$ cat src/assert_macros.svh
// assertion macros, included by the controller
`ifndef ASSERT_MACROS_SVH
`define ASSERT_MACROS_SVH

// property must hold at every clock edge outside reset
`define ASSERT_CLK(name, clk, rst_n, prop, msg) \
    name: assert property (@(posedge clk) disable iff (!rst_n) prop) else $error(msg);

// expression must never be true outside reset
`define ASSERT_NEVER(name, clk, rst_n, expr, msg) \
    name: assert property (@(posedge clk) disable iff (!rst_n) !(expr)) else $error(msg);

`endif

$ cat src/egpe_pkg.sv
// constants, command and status types for the genotype prior estimator
package egpe_pkg;

    localparam int MAX_GENOTYPES   = 16;
    localparam int MAX_INDIVIDUALS = 1024;

    localparam int GEN_W    = $clog2(MAX_GENOTYPES);
    localparam int GCNT_W   = $clog2(MAX_GENOTYPES + 1);
    localparam int ROW_W    = $clog2(MAX_INDIVIDUALS + 1);
    localparam int RIDX_W   = $clog2(MAX_INDIVIDUALS);
    localparam int ADDR_W   = RIDX_W + GEN_W;
    localparam int DEPTH    = MAX_GENOTYPES * MAX_INDIVIDUALS;

    localparam int LIK_W      = 32;
    localparam int CFG_G_W    = 5;
    localparam int LIMIT_W    = 10;
    localparam int TOL_W      = 32;
    localparam int CFG_DATA_W = 32;
    localparam int CFG_IDX_W  = 2;
    localparam int STATUS_W   = 2;

    localparam int SUM_W   = LIK_W + GEN_W;
    localparam int WSUM_W  = 48;
    localparam int TOT_W   = WSUM_W + GEN_W;
    localparam int QUOT_W  = LIK_W + 1;
    localparam int LL_W    = 64;
    localparam int EXP_W   = $clog2(SUM_W);

    localparam logic [ROW_W-1:0] ROW_MAX = ROW_W'(MAX_INDIVIDUALS);
    localparam logic [31:0]      LN2_Q32 = 32'd2977044472;

    // configuration register indexes
    localparam logic [CFG_IDX_W-1:0] REG_GENOTYPES   = 2'd0;
    localparam logic [CFG_IDX_W-1:0] REG_ROUND_LIMIT = 2'd1;
    localparam logic [CFG_IDX_W-1:0] REG_TOLERANCE   = 2'd2;

    localparam logic [CFG_G_W-1:0] G_RESET     = 5'd3;
    localparam logic [LIMIT_W-1:0] LIMIT_RESET = 10'd100;
    localparam logic [TOL_W-1:0]   TOL_RESET   = 32'd42950;

    // run status codes
    localparam logic [STATUS_W-1:0] ST_CONVERGED   = 2'd0;
    localparam logic [STATUS_W-1:0] ST_ROUND_LIMIT = 2'd1;
    localparam logic [STATUS_W-1:0] ST_DECREASED   = 2'd2;
    localparam logic [STATUS_W-1:0] ST_OVERFLOW    = 2'd3;

    // uniform start prior floor(2^32 / g), all ones for a single genotype
    function automatic logic [31:0] uniform_prior(input logic [GCNT_W-1:0] g);
        logic [31:0] u;
        case (g)
            5'd2:    u = 32'd2147483648;
            5'd3:    u = 32'd1431655765;
            5'd4:    u = 32'd1073741824;
            5'd5:    u = 32'd858993459;
            5'd6:    u = 32'd715827882;
            5'd7:    u = 32'd613566756;
            5'd8:    u = 32'd536870912;
            5'd9:    u = 32'd477218588;
            5'd10:   u = 32'd429496729;
            5'd11:   u = 32'd390451572;
            5'd12:   u = 32'd357913941;
            5'd13:   u = 32'd330382099;
            5'd14:   u = 32'd306783378;
            5'd15:   u = 32'd286331153;
            5'd16:   u = 32'd268435456;
            default: u = 32'hFFFF_FFFF;
        endcase
        return u;
    endfunction

    typedef struct packed {
        logic                load;
        logic                clr_counters;
        logic                init_run;
        logic                ovf_run;
        logic                pass_start;
        logic                row_start;
        logic                rd;
        logic                mul;
        logic                acc;
        logic                k_clr;
        logic                k_inc;
        logic                div_post_start;
        logic                ln_start;
        logic                post_add;
        logic                ln_add;
        logic                row_next;
        logic                keep_ll;
        logic                tot_add;
        logic                div_prior_start;
        logic                prior_set;
        logic                round_inc;
        logic                status_we;
        logic [STATUS_W-1:0] status;
        logic                emit;
    } t_cmd;

    typedef struct packed {
        logic overflow;
        logic limit_zero;
        logic rows_done;
        logic k_last;
        logic s_zero;
        logic div_busy;
        logic ln_busy;
        logic round_zero;
        logic ll_dec;
        logic ll_conv;
        logic round_at_limit;
        logic total_zero;
        logic out_free;
    } t_sts;

endpackage

$ cat src/egpe_ctrl.sv
// controller: load, em passes, prior update and result sequencing
`include "assert_macros.svh"

module egpe_ctrl import egpe_pkg::*; (
    input  logic i_clk,
    input  logic i_rst_n,
    input  logic i_in_valid,
    input  logic i_last_item,
    output logic o_in_stall,
    input  t_sts i_sts,
    output t_cmd o_cmd
);

    typedef enum logic [16:0] {
        S_IDLE      = 17'b00000000000000001,
        S_START     = 17'b00000000000000010,
        S_PASS      = 17'b00000000000000100,
        S_ROW       = 17'b00000000000001000,
        S_RD        = 17'b00000000000010000,
        S_MUL       = 17'b00000000000100000,
        S_ACC       = 17'b00000000001000000,
        S_ROW_CHK   = 17'b00000000010000000,
        S_DIV_GO    = 17'b00000000100000000,
        S_DIV_WAIT  = 17'b00000001000000000,
        S_LN_WAIT   = 17'b00000010000000000,
        S_EVAL      = 17'b00000100000000000,
        S_TOT       = 17'b00001000000000000,
        S_NCHK      = 17'b00010000000000000,
        S_NORM_GO   = 17'b00100000000000000,
        S_NORM_WAIT = 17'b01000000000000000,
        S_OUT       = 17'b10000000000000000
    } t_state;

    t_state r_state;
    t_state n_state;

    always_ff @(posedge i_clk) begin
        if (!i_rst_n) begin
            r_state <= S_IDLE;
        end else begin
            r_state <= n_state;
        end
    end

    assign o_in_stall = (r_state != S_IDLE);

    // next state and commands
    always_comb begin
        n_state = r_state;
        o_cmd   = '0;
        case (r_state)
            S_IDLE: begin
                o_cmd.load = i_in_valid;
                if (i_in_valid && i_last_item) begin
                    n_state = S_START;
                end
            end
            S_START: begin
                o_cmd.k_clr = 1'b1;
                if (i_sts.overflow) begin
                    o_cmd.ovf_run   = 1'b1;
                    o_cmd.status_we = 1'b1;
                    o_cmd.status    = ST_OVERFLOW;
                    n_state         = S_OUT;
                end else begin
                    o_cmd.init_run = 1'b1;
                    if (i_sts.limit_zero) begin
                        o_cmd.status_we = 1'b1;
                        o_cmd.status    = ST_ROUND_LIMIT;
                        n_state         = S_OUT;
                    end else begin
                        n_state = S_PASS;
                    end
                end
            end
            S_PASS: begin
                o_cmd.pass_start = 1'b1;
                n_state          = S_ROW;
            end
            S_ROW: begin
                if (i_sts.rows_done) begin
                    n_state = S_EVAL;
                end else begin
                    o_cmd.row_start = 1'b1;
                    o_cmd.k_clr     = 1'b1;
                    n_state         = S_RD;
                end
            end
            S_RD: begin
                o_cmd.rd = 1'b1;
                n_state  = S_MUL;
            end
            S_MUL: begin
                o_cmd.mul = 1'b1;
                n_state   = S_ACC;
            end
            S_ACC: begin
                o_cmd.acc = 1'b1;
                if (i_sts.k_last) begin
                    o_cmd.k_clr = 1'b1;
                    n_state     = S_ROW_CHK;
                end else begin
                    o_cmd.k_inc = 1'b1;
                    n_state     = S_RD;
                end
            end
            S_ROW_CHK: begin
                // rows that sum to zero take no part
                if (i_sts.s_zero) begin
                    o_cmd.row_next = 1'b1;
                    n_state        = S_ROW;
                end else begin
                    o_cmd.ln_start       = 1'b1;
                    o_cmd.div_post_start = 1'b1;
                    n_state              = S_DIV_WAIT;
                end
            end
            S_DIV_GO: begin
                o_cmd.div_post_start = 1'b1;
                n_state              = S_DIV_WAIT;
            end
            S_DIV_WAIT: begin
                if (!i_sts.div_busy) begin
                    o_cmd.post_add = 1'b1;
                    if (i_sts.k_last) begin
                        o_cmd.k_clr = 1'b1;
                        n_state     = S_LN_WAIT;
                    end else begin
                        o_cmd.k_inc = 1'b1;
                        n_state     = S_DIV_GO;
                    end
                end
            end
            S_LN_WAIT: begin
                if (!i_sts.ln_busy) begin
                    o_cmd.ln_add   = 1'b1;
                    o_cmd.row_next = 1'b1;
                    n_state        = S_ROW;
                end
            end
            S_EVAL: begin
                // stop checks in the order decrease, tolerance, limit
                if (i_sts.round_zero) begin
                    o_cmd.keep_ll = 1'b1;
                    o_cmd.k_clr   = 1'b1;
                    n_state       = S_TOT;
                end else if (i_sts.ll_dec) begin
                    o_cmd.status_we = 1'b1;
                    o_cmd.status    = ST_DECREASED;
                    o_cmd.k_clr     = 1'b1;
                    n_state         = S_OUT;
                end else if (i_sts.ll_conv) begin
                    o_cmd.status_we = 1'b1;
                    o_cmd.status    = ST_CONVERGED;
                    o_cmd.k_clr     = 1'b1;
                    n_state         = S_OUT;
                end else if (i_sts.round_at_limit) begin
                    o_cmd.status_we = 1'b1;
                    o_cmd.status    = ST_ROUND_LIMIT;
                    o_cmd.k_clr     = 1'b1;
                    n_state         = S_OUT;
                end else begin
                    o_cmd.keep_ll = 1'b1;
                    o_cmd.k_clr   = 1'b1;
                    n_state       = S_TOT;
                end
            end
            S_TOT: begin
                o_cmd.tot_add = 1'b1;
                if (i_sts.k_last) begin
                    o_cmd.k_clr = 1'b1;
                    n_state     = S_NCHK;
                end else begin
                    o_cmd.k_inc = 1'b1;
                end
            end
            S_NCHK: begin
                // all weights zero keeps the priors
                if (i_sts.total_zero) begin
                    o_cmd.round_inc = 1'b1;
                    n_state         = S_PASS;
                end else begin
                    o_cmd.div_prior_start = 1'b1;
                    n_state               = S_NORM_WAIT;
                end
            end
            S_NORM_GO: begin
                o_cmd.div_prior_start = 1'b1;
                n_state               = S_NORM_WAIT;
            end
            S_NORM_WAIT: begin
                if (!i_sts.div_busy) begin
                    o_cmd.prior_set = 1'b1;
                    if (i_sts.k_last) begin
                        o_cmd.k_clr     = 1'b1;
                        o_cmd.round_inc = 1'b1;
                        n_state         = S_PASS;
                    end else begin
                        o_cmd.k_inc = 1'b1;
                        n_state     = S_NORM_GO;
                    end
                end
            end
            S_OUT: begin
                o_cmd.clr_counters = 1'b1;
                if (i_sts.out_free) begin
                    o_cmd.emit = 1'b1;
                    if (i_sts.k_last) begin
                        o_cmd.k_clr = 1'b1;
                        n_state     = S_IDLE;
                    end else begin
                        o_cmd.k_inc = 1'b1;
                    end
                end
            end
            default: begin
                n_state = S_IDLE;
            end
        endcase
    end

    // checks
    `ASSERT_CLK(a_last_starts_run, i_clk, i_rst_n, (i_in_valid && !o_in_stall && i_last_item) |=> (r_state == S_START), "last word did not start a run")
    `ASSERT_NEVER(a_idle_div_busy, i_clk, i_rst_n, (r_state == S_IDLE) && i_sts.div_busy, "divider busy while idle")
    `ASSERT_NEVER(a_post_div_zero, i_clk, i_rst_n, o_cmd.div_post_start && i_sts.s_zero, "posterior divide by zero row sum")

endmodule

$ cat config.mk
export PLATFORM = sky130hd
export DESIGN_NAME = egpe_ctrl
export DESIGN_NICKNAME = d
export VERILOG_FILES = /design/src/egpe_pkg.sv /design/src/egpe_ctrl.sv
export VERILOG_INCLUDE_DIRS = /design/src /design/src/src
export SDC_FILE = /design/constraint.sdc
export NUM_CORES = 1
export LEC_CHECK = 0
export BUFFER_PORTS_ARGS = -buffer_cell sky130_fd_sc_hd__buf_4
export CORE_UTILIZATION = 30
export CTS_CLUSTER_DIAMETER = 50
export DETAILED_ROUTE_END_ITERATION = 12
export GPL_TIMING_DRIVEN = 0
export PLACE_DENSITY = 0.59
export SYNTH_ARGS = -nofsm -noshare
export SYNTH_HDL_FRONTEND = slang
export SYNTH_SLANG_ARGS = --single-unit
export TNS_END_PERCENT = 100
$ cat constraint.sdc
create_clock -name i_clk -period 4.8 [get_ports i_clk]
set_input_delay 0 -clock i_clk [delete_from_list [all_inputs] [get_ports i_clk]]
set_output_delay 0 -clock i_clk [all_outputs]
set_load 0.03 [all_outputs]
# Word-level counts from Yosys, hierarchy flattened
# Cells that the tools add are included.
[totals] out_inout_bits=26 ff_bits=17 latch_bits=0 memories=0 wordCells=98 ram_bits=0 rom_bits=0
[op_classes] order_cmp=0 reduce_logical=5 eq_ne=25 div=0 muxes=67 shifts=0 n_mul=0 n_addsub=0 n_bitwise=0
[op_table] cell="17-bit case mux with 17 select lines" count=1
[op_table] cell="17-bit two-way mux" count=13
[op_table] cell="1-bit two-way mux" count=28
[op_table] cell="3-bit two-way mux" count=6
[op_table] cell="17-bit by 1-bit == test with 1-bit output (second input constant)" count=1
[op_table] cell="17-bit by 10-bit == test with 1-bit output (second input constant)" count=1
[op_table] cell="17-bit by 11-bit == test with 1-bit output (second input constant)" count=1
[op_table] cell="17-bit by 12-bit == test with 1-bit output (second input constant)" count=1
[op_table] cell="17-bit by 13-bit == test with 1-bit output (second input constant)" count=1
[op_table] cell="17-bit by 14-bit == test with 1-bit output (second input constant)" count=1
[op_table] cell="17-bit by 15-bit == test with 1-bit output (second input constant)" count=1
[op_table] cell="17-bit by 16-bit == test with 1-bit output (second input constant)" count=1
[op_table] cell="17-bit == test (second input constant)" count=1
[op_table] cell="17-bit by 2-bit == test with 1-bit output (second input constant)" count=1
[op_table] cell="17-bit by 3-bit == test with 1-bit output (second input constant)" count=1
[op_table] cell="17-bit by 4-bit == test with 1-bit output (second input constant)" count=1
[op_table] cell="17-bit by 5-bit == test with 1-bit output (second input constant)" count=1
[op_table] cell="17-bit by 6-bit == test with 1-bit output (second input constant)" count=1
[op_table] cell="17-bit by 7-bit == test with 1-bit output (second input constant)" count=1
[op_table] cell="17-bit by 8-bit == test with 1-bit output (second input constant)" count=1
[op_table] cell="17-bit by 9-bit == test with 1-bit output (second input constant)" count=1
[op_table] cell="17-bit by 1-bit != test with 1-bit output (second input constant)" count=1
[op_table] cell="16-bit two-way mux" count=1
[op_table] cell="15-bit two-way mux" count=1
[op_table] cell="other kinds (13)" count=29

# Logic depth before layout (Yosys ltp)
# Gate-level depths: netlist (run 1).
[depth] depth_word=5 mapped_depth=7 ltp_nobuf=6

# Least setup slack after synthesis (run 1)
# OpenSTA, ideal clock, no wires.
[synth_path] path_kind="reg-to-reg" startpoint="reg r_state[4]" endpoint="reg r_state[0]" period_less_slack_ns=3.099 setup_ns=0.120 t_arrival_ns=2.979 path_buffers=1 setup_slack_ns=1.701 stages_incl_launch_ff=8 cell_sequence="dfxtp_1 -> or4_4 -> buf_6 -> or4_4 -> nor4b_2 -> o22ai_1 -> and3_2 -> a211o_1"
[synth_between] elab_chain_cells=3 elab_cells_between_ends=26
[synth_lines] item="from (decl)" line_no="egpe_ctrl.sv:34" rtl="t_state r_state;"
[synth_lines] item="from (signal assigned)" line_no="egpe_ctrl.sv:41" rtl="r_state <= n_state;"
[synth_lines] item="17-bit by 1-bit == test with 1-bit output, or another cell as far along" line_no="egpe_ctrl.sv:51" rtl="case (r_state)"
[synth_lines] item="2-bit != test (no line)"
[synth_lines] item="7-bit AND reduction (no line)"
# Several ways; a longest one is shown, not always the timed one.
# A chain may end at the register's enable or synchronous reset.

==> results of run 1 <==
## cells in the final DEF, fill, tap and decap left out, drive strengths merged, types with 5 or more instances in the layout
master,instances
nor3b,5
and3,5
nand2,10
nor3,9
nor2,22
inv,8
dfxtp,17
or4,6
nand4,5
and2,5
buf,44
## what timing repair did
item	4_1_cts	5_1_grt
hold buffers	1	0
endpoints found under the setup margin	0	0
buffers inserted	0	0
endpoints found under the hold margin	2	0
## worst max-delay path, delay by kind of cell, from the launching register on
| family | cells | cell delay (ps) |
|---|---|---|
| buffers and inverters | 1 | 230 |
| AND/OR/NAND/NOR | 3 | 1650 |
| AO/OA/AOI/OAI | 1 | 470 |
| flip-flops | 1 | 360 |
## stage by stage
stage | utilization [%] | cells | setup WS [ps] | total power [W]
after floorplan | - | 153 | 1701 | 0.0002664
final | 43.26 | 247 | 1827 | 0.0004335
after CTS | 43.26 | 247 | 1827 | 0.0004332
after global routing | 43.26 | 247 | 1586 | 0.0004558
after global placement | 41.77 | 242 | 1856 | 0.0003211
after detailed placement | 41.77 | 242 | 1849 | 0.0003227
## final cells by class
type | instances | share of cell area, %
plain buffers | 4 | 1.994
clock buffers | 3 | 2.531
clock inverters | 1 | 0.3067
inverters | 8 | 1.840
multi-input cells | 124 | 49.31
flip-flops and latches | 17 | 20.86
well taps | 48 | 3.681
repair buffers | 42 | 19.48
## Yosys cell counts, drive strengths merged, types with 3 or more instances
cell type,instances,area [um^2]
nand2,10,37.54
nor2,22,82.58
o21a,4,30.03
nor3,9,45.04
nand4,5,31.28
a31oi,3,18.77
nor4,3,25.02
and2,5,31.28
and4,4,35.03
inv,8,30.03
and2b,3,25.03
nor4b,3,38.79
or4,6,58.81
nor3b,5,37.54
and3,5,32.53
a21oi,4,20.02
dfxtp,17,340.3
buf,3,23.77
## cells by family after synthesis
family | count (synthesis) | synth area share [%]
simple gates | 93 | 46.94
compound gates | 27 | 16.79
flops | 17 | 28.19
buf+inv | 12 | 5.181
xor+xnor | 4 | 2.902
## power by group through the flow
stage	clock network (W)	logic [W]	registers, W
2_1_floorplan	0	0.000112	0.000154
3_3_place_gp	0	0.000166	0.000155
3_5_place_dp	0	0.000166	0.000156
4_1_cts	0.000112	0.000168	0.000153
5_1_grt	0.000120	0.000182	0.000154
6_report	0.000111	0.000169	0.000153
## how the worst min path moves through the flow
stage | from | end | slack (ps)
3_5_place_dp | i_sts[9] | r_state[8] | 250
6_report | i_sts[10] | r_state[11] | -2
4_1_cts | i_sts[10] | r_state[11] | 0.6
3_3_place_gp | i_sts[9] | r_state[8] | 260
2_1_floorplan | i_sts[9] | r_state[14] | 80
5_1_grt | i_sts[10] | r_state[11] | 7
## layer usage
| metal | global-route usage (%) | up-vias |
|---|---|---|
| met5 | 0 | - |
| met2 | 31.96 | 52 |
| met4 | 3.804 | 0 |
| li1 | - | 666 |
| met3 | 4.340 | 2 |
| met1 | 25.42 | 655 |
==> impl_metrics.toml, run 1 <==
[status]
outcome = "finished, violations left"
violations = "hold timing"

[clock_network]
clk_pin_slew_ps = 70
clkLatencyLatePin_ps = 260
clk_path_buf_depth = 2
cts_buffers = 3
cts_tree = "built"
post_cts_resized = 0
ctsHtreeMaxLevel = 1
cts_sinks = 17
root_buffer = "clkbuf_8"

[global_routing]
grt_usage_pct = 19.27
grt_pass1_vias = 1288
grt_max_degree = 11
antenna_found_initial = 0
globalRouteOverflowTotal = 0
grt_pass1_wl_mm = 6.244

[timing]
hold_ws_ps = -1.604
finalCriticalPeriod_ps = 2973
rsz0062_at_grt = "no"
slew_headroom_pct = 51.87
finalSetupTns_ps = 0
maxSlewViolCount = 0
finalClockSkew_ps = 5.144
fmax_mhz = 336.4
worstMarginPinSlew_ps = 720.5
fin_crit_sh_pct = 61.93
setup_viol = 0
finalHoldViolCount = 1

[layout]
seqCellArea_um2 = 340.3
nets = 217
stdcell_area_um2 = 1632
largest_reg_flops = 17
regMostFlops = "r_state"
area_growth_pct = 35.13
multi_input_area_um2 = 804.5
fillerInstances = 379
drive_above_1_share_pct = 32.16
top_regs = "r_state x17"
antenna_cells = 0

[floorplan]
ioPinCount = 43
initial_utilization_pct = 32.02
chipWidth_um = 65.44
die_area_um2 = 4282
rows = 22
fp.coreArea_um2 = 3771
fp.dieH_um = 65.44

[critical_path]
timing.reg2reg.setup_slack_ps = 1830
cpPeakStageDelay_ps = 720
crit_arrival_ps = 2970
criticalPathCategory = "flop to primary output"
startpoint = "r_state[2]"
cp-end-kind = "primary output"
start_kind = "flop"
worstPathMaxFanout = 5
path_cells = "or4_2, nor3_1, nand4_1, o32ai_1, buf_4"
reg2regPathDepth = 7
cpMaxStageDelayCell = "or4_2"
r2r-end = "r_state[0]"
crit_end = "o_cmd[3]"
worstPathRequired_ps = 4800
r2r-start = "r_state[4]"

[synthesis]
synth_ff_type = "dfxtp_1"
synth_nets = 170
seq_area_frac_synth_pct = 28.19
avgSynthCellArea_um2 = 7.892
synthCells = 153
ys_ff_latch = 17
syn_area_um2 = 1207
yosys_warnings = 0
synth_edf_count = 0
postSynth.asyncResetShare_pct = 0
ys_types = 48

[pwr]
ir_drop_v = 0.0001346
swShare_pct = 38.07
pwr_density_cell_nw_per_um2 = 265.7
combPwrFrac_pct = 39.0
seqPwrFrac_pct = 35.4
power.switching_w = 0.0001650
power.internal_w = 0.0002684
clockPowerShare_pct = 25.6
p_leak_nw = 0.7455

[placed_design]
routabilityCongestion = 0.8747
dpl_cell_area_um2 = 1575
dp_hpwl_mm = 3.142
numPortBuffers = 41

[drt]
ant_nets = 0
wirelength_met1_mm = 1.835
viasPerCell = 5.567
wl_met3_um = 228
first_iter_violations = 85
met2WireLength_mm = 1.849
drt-total-wl_mm = 3.921
wire_per_inst_um = 15.87
top_layer = "met4"
firstDrtPassIters = 4
vias = 1375
drcViolationCount = 0

[min_path]
min_path_cells = 2
hp-class = "input port to flop"

[flow_run]
cap_violations = 0
(Power assumes the default switching activity.)
==> run 2: changes to the inputs <==
--- a/config.mk
+++ b/config.mk
@@ -6,12 +6,13 @@
 export SDC_FILE = /design/constraint.sdc
 export NUM_CORES = 1
 export LEC_CHECK = 0
+export ABC_AREA = 1
 export BUFFER_PORTS_ARGS = -buffer_cell sky130_fd_sc_hd__buf_4
 export CORE_UTILIZATION = 30
 export CTS_CLUSTER_DIAMETER = 50
 export DETAILED_ROUTE_END_ITERATION = 12
 export GPL_TIMING_DRIVEN = 0
-export PLACE_DENSITY = 0.59
+export PLACE_DENSITY = 0.57
 export SYNTH_ARGS = -nofsm -noshare
 export SYNTH_HDL_FRONTEND = slang
 export SYNTH_SLANG_ARGS = --single-unit
==> constraint.sdc (replaced) <==
create_clock -name i_clk -period 3 [get_ports i_clk]
set_input_delay 0 -clock i_clk [delete_from_list [all_inputs] [get_ports i_clk]]
set_output_delay 0 -clock i_clk [all_outputs]
set_load 0.03 [all_outputs]
==> run 2 against run 1 <==
  * The run now ends clean
  * Global-route usage decreased by 2.5 points
  * First-iteration DRC count is 12% higher
  * Sequential power is 69% higher
  * Hold slack improved by 57 ps
  * Register-to-register slack got worse by 730 ps
  * Sequential share of layout area shrank 3.0 points
  * Setup slack worse by 910 ps
  * Clock skew decreased by 3.5 ps
  * Clock power is 63% higher
  * Final cell count increased by 32%
  * Largest power group unchanged
==> impl_metrics.toml, run 2 <==
[synthesis]
ys_ff_latch = 17
synth_area_leaders = "dfxtp_1, nor2_1, inv_1"
synth_edf_count = 0
yosysTopAreaCellShare_pct = 23.33
yosys_warnings = 0
synth_nets = 240
ys_types = 30
yosysTopAreaCell = "dfxtp_1"
synthCells = 223
postSynth.asyncResetShare_pct = 0
syn_area_um2 = 1459
synth_ff_type = "dfxtp_1"
synthTopCellsByCount = "nor2_1, inv_1, nand3_1"
avgSynthCellArea_um2 = 6.542
yosysMostFrequentCell = "nor2_1"
seq_area_frac_synth_pct = 23.33

[timing]
finalCriticalPeriod_ps = 2081
finalSetupTns_ps = 0
setup_viol = 0
finalClockSkew_ps = 1.629
finalHoldViolCount = 0
fin_crit_sh_pct = 69.36
slew_headroom_pct = 64.20
hold_ws_ps = 54.91
rsz0062_at_grt = "no"
maxSlewViolCount = 0
fmax_mhz = 480.6
worstMarginPinSlew_ps = 532.1

[drt]
drt-total-wl_mm = 4.040
first_iter_violations = 95
firstDrtPassIters = 4
wire_per_inst_um = 12.43
ant_nets = 0
drcViolationCount = 0
viasPerCell = 4.702
vias = 1528

[pwr]
p_leak_nw = 1.007
p_total_w = 0.0009758
pwr_density_cell_nw_per_um2 = 511.4
ir_drop_v = 0.0003373

[clock_network]
cts_setup_buffers = 0
post_cts_resized = 0
clk_pin_slew_ps = 70
cts_buffers = 3
root_buffer = "clkbuf_8"
clk_path_buf_depth = 2
cts_tree = "built"
clkLatencyLatePin_ps = 260
ctsHtreeMaxLevel = 1
cts_sinks = 17

[min_path]
hp-class = "input port to flop"
hold_start = "i_sts[9]"

[critical_path]
cpPeakStageDelay_ps = 420
cp-end-kind = "primary output"
startpoint = "r_state[16]"
r2r-start = "r_state[16]"
worstPathRequired_ps = 3000
start_kind = "flop"
crit_arrival_ps = 2080
path_cells = "inv_2, buf_6, nand4_1, nor4_1, nand2_1, inv_1, nor2_1, o21ai_1, buf_4"
criticalPathCategory = "flop to primary output"
crit_family = "simple AND/OR/NAND/NOR gates"
worstPathMaxFanout = 10
cpMaxStageDelayCell = "nor4_1"
worst-path-buf-inv = 4

[layout]
mostFrequentLayoutCells = "nor2_1, inv_1, buf_4"
fin_util_pct = 40.67
drive_above_1_share_pct = 32.47
area_growth_pct = 30.79
regMostFlops = "r_state"
largest_reg_flops = 17
final_common_cell = "nor2_1"
stdcell_area_um2 = 1908
antenna_cells = 0
nets = 289
top_regs = "r_state x17"

[global_routing]
grt_pass1_wl_mm = 6.630
grt_pass1_vias = 1340
grt_usage_pct = 16.76
antenna_found_initial = 0
grt_max_degree = 11
globalRouteOverflowTotal = 0

[status]
outcome = "finished, final reports clean"

[floorplan]
rows = 25
fp.coreArea_um2 = 4692
ioPinCount = 43
initial_utilization_pct = 31.09
die_area_um2 = 5146
chipWidth_um = 71.74
fp.dieH_um = 71.74

[placed_design]
routabilityCongestion = 0.9226
dp_hpwl_mm = 3.325
numPortBuffers = 42
dpl_cell_area_um2 = 1842

[flow_run]
cap_violations = 0
-- run 2: path summary, 6_finish.rpt --
check,endpoint,slack (ps),depth (start not counted)
worst min register to register,r_state[6],640,4
worst max-delay path,o_cmd[15],920,9
worst min-delay path,r_state[4],50,4
worst max register to register,r_state[5],1100,12
-- run 2: through the flow --
step | setup slack [ps] | cells
final | 919.1 | 325
after global routing | 657.4 | 325
after CTS | 926.9 | 325
after detailed placement | 1123 | 319
after global placement | 1145 | 319
after floorplan | 996.4 | 223
-- run 2: routing by layer --
metal | track usage [%] | routed length [um]
met5 | 0 | 0
met4 | 5.229 | 41
met3 | 1.828 | 152
met2 | 26.52 | 1810
met1 | 23.79 | 2036
-- run 2: repair_timing --
action,in CTS,in global routing
hold buffers,2,0
setup endpoints to repair,0,0
hold endpoints to repair,2,0
-- run 2: cell families after synthesis --
family | after synthesis | share of synthesized area, %
and+or+nand+nor | 139 | 54.55
AOI/OAI and AO/OA | 17 | 6.946
buffers and inverters | 50 | 15.18
DFF | 17 | 23.33
-- run 2: cell type report --
cell class	instances	area [um^2]
Fill cell	514	2784
Multi-Input combinational cell	156	897.1
Sequential cell	17	340.3
Timing Repair Buffer	44	335.3
Inverter	46	172.7
Tap cell	54	67.56
Buffer	4	48.80
Clock buffer	3	41.29
Clock inverter	1	5.005
-- run 2: worst register-to-register path, stage by stage (launching register included) --
cell and delay [ps]:
dfxtp_1 440, inv_2 150, buf_6 170, nand3_1 80, nor2_1 60, nand3_2 140
nand2_1 100, nor2_1 110, nand2_1 50, nor2_1 150, nand3_2 120, nand2_4 160
nor2_1 60
-- run 2: report_power, final --
group	internal [W]	leakage, nW	switching, W
Clock	0.0000924	0.0255	0.0000885
Combinational	0.000200	0.844	0.000337
Sequential	0.000242	0.138	0.0000154
Total	0.000535	1.01	0.000441
==> run 3: changes to the inputs <==
==> constraint.sdc (replaced) <==
create_clock -name i_clk -period 2.2 [get_ports i_clk]
set_input_delay 0 -clock i_clk [delete_from_list [all_inputs] [get_ports i_clk]]
set_output_delay 0 -clock i_clk [all_outputs]
set_load 0.03 [all_outputs]
==> run 3 against run 2 <==
  * Sequential share of layout area is 0.058 points lower
  * Final area is 0.33% higher
  * Clock skew is 0.60 ps higher
  * Non-clock buffer count stayed put
  * Routed wire length is 0.30% lower
  * Total power is 37% higher
  * Combinational power is 36% higher
  * Utilization is 0.13 points higher
  * Die area stayed put
  * Global-route usage stayed put
  * Clock-buffer cell count stayed put
  * Highest routed layer unchanged
==> impl_metrics.toml, run 3 (synthesis gave the netlist of run 2 again) <==
[global_routing]
antenna_found_initial = 0
grt_pass1_wl_mm = 6.630
globalRouteOverflowTotal = 0
grt_usage_pct = 16.76
grt_max_degree = 11
grt_pass1_vias = 1340

[layout]
drive_above_1_share_pct = 32.84
top_regs = "r_state x17"
layoutNonFillerInstCount = 325
antenna_cells = 0
area_growth_pct = 31.22
fillerInstances = 512
seqCellArea_um2 = 340.3
stdcell_area_um2 = 1914
final_common_cell = "nor2_1"
multi_input_area_um2 = 903.4
nets = 289
largest_reg_flops = 17
mostFrequentLayoutCells = "nor2_1, inv_1, buf_4"
regMostFlops = "r_state"

[pwr]
ir_drop_v = 0.0004605
p_total_w = 0.001334
pwr_density_cell_nw_per_um2 = 696.8
p_leak_nw = 1.008

[clock_network]
ctsHtreeMaxLevel = 1
cts_setup_buffers = 0
cts_sinks = 17
root_buffer = "clkbuf_8"
clk_path_buf_depth = 2
cts_tree = "built"
clk_pin_slew_ps = 70
cts_buffers = 3
clkLatencyLatePin_ps = 260

[critical_path]
start_kind = "flop"
crit_arrival_ps = 1920
cp-end-kind = "primary output"
worstPathRequired_ps = 2200
criticalPathCategory = "flop to primary output"
reg2regPathDepth = 12
worstPathMaxFanout = 10

[placed_design]
routabilityCongestion = 0.9226
dp_hpwl_mm = 3.325
dp.cells = 319
numPortBuffers = 42
dpl_cell_area_um2 = 1842

[min_path]
hp-class = "input port to flop"
min_path_cells = 4

[timing]
setup_viol = 0
maxSlewViolCount = 0
finalClockSkew_ps = 2.225
rsz0062_at_grt = "no"
worstMarginPinSlew_ps = 338.2
fin_crit_sh_pct = 87.41
slew_headroom_pct = 77.27
finalCriticalPeriod_ps = 1923
finalSetupTns_ps = 0
finalHoldViolCount = 0
fmax_mhz = 520.0

[drt]
vias = 1520
viasPerCell = 4.677
drt-total-wl_mm = 4.028
drcViolationCount = 0
firstDrtPassIters = 4
wire_per_inst_um = 12.39
ant_nets = 0
first_iter_violations = 107

[floorplan]
die_area_um2 = 5146
initial_utilization_pct = 31.09
rows = 25
fp.coreArea_um2 = 4692
fp.dieH_um = 71.74
chipWidth_um = 71.74
ioPinCount = 43

[status]
outcome = "finished, final reports clean"

[flow_run]
cap_violations = 0
-- run 3: cell types whose count changed in the layout (fill, tap and decap cells not counted) --
| cell | change |
|---|---|
| nor4_2 | +1 |
| nor4_1 | -1 |
-- run 3: worst paths after layout --
path	start	slack, ps	end
worst max register to register	r_state[16]	310	r_state[5]
worst min-delay path	i_sts[9]	50	r_state[4]
worst min register to register	r_state[3]	640	r_state[11]
worst max-delay path	r_state[1]	280	o_cmd[15]
-- run 3: layer usage --
metal	global-route usage [%]	wire [um]	vias up	share of wire, %
met5	0	0	-	0
met4	5.229	27	0	0.67
met3	1.828	158	3	3.9
met2	26.52	1844	44	46
met1	23.79	1997	664	50
li1	-	-	809	-
-- run 3: stage by stage --
step | hold slack (ps) | setup WS (ps) | util, %
finish | 52.00 | 277.1 | 40.80
global placement | 238.4 | 344.5 | 39.25
floorplan | 85.47 | 196.4 | -
detailed placement | 236.0 | 322.8 | 39.25
CTS | 42.95 | 126.9 | 40.67
global route | 82.08 | 65.23 | 40.80
-- run 3: area by class of cell --
cell class | count | area share, %
inverters | 46 | 9.020
well taps | 54 | 3.529
repair buffers | 44 | 17.52
clock inverters | 1 | 0.2614
plain buffers | 4 | 2.549
flip-flops and latches | 17 | 17.78
clock buffers | 3 | 2.157
multi-input cells | 156 | 47.19
-- run 3: repair_timing --
action / in CTS / in global routing
endpoints found under the setup margin: 0 / 1
hold buffers: 2 / 0
endpoints found under the hold margin: 2 / 0
gates resized for setup: 0 / 1
-- run 3: critical path, cell delays in order (launching register included) --
cell	delay [ps]
dfxtp_1	330
nor2_2	170
nand2_2	110
nor2_4	170
buf_8	160
nand3_4	80
or2_0	220
inv_2	60
nor3_1	50
o21ai_1	130
buf_4	170
-- run 3: report_power, final --
group	switching, W	total [W]	internal [W]
Clock	0.000123	0.000249	0.000126
Combinational	0.000460	0.000733	0.000273
Sequential	0.0000209	0.000351	0.000331
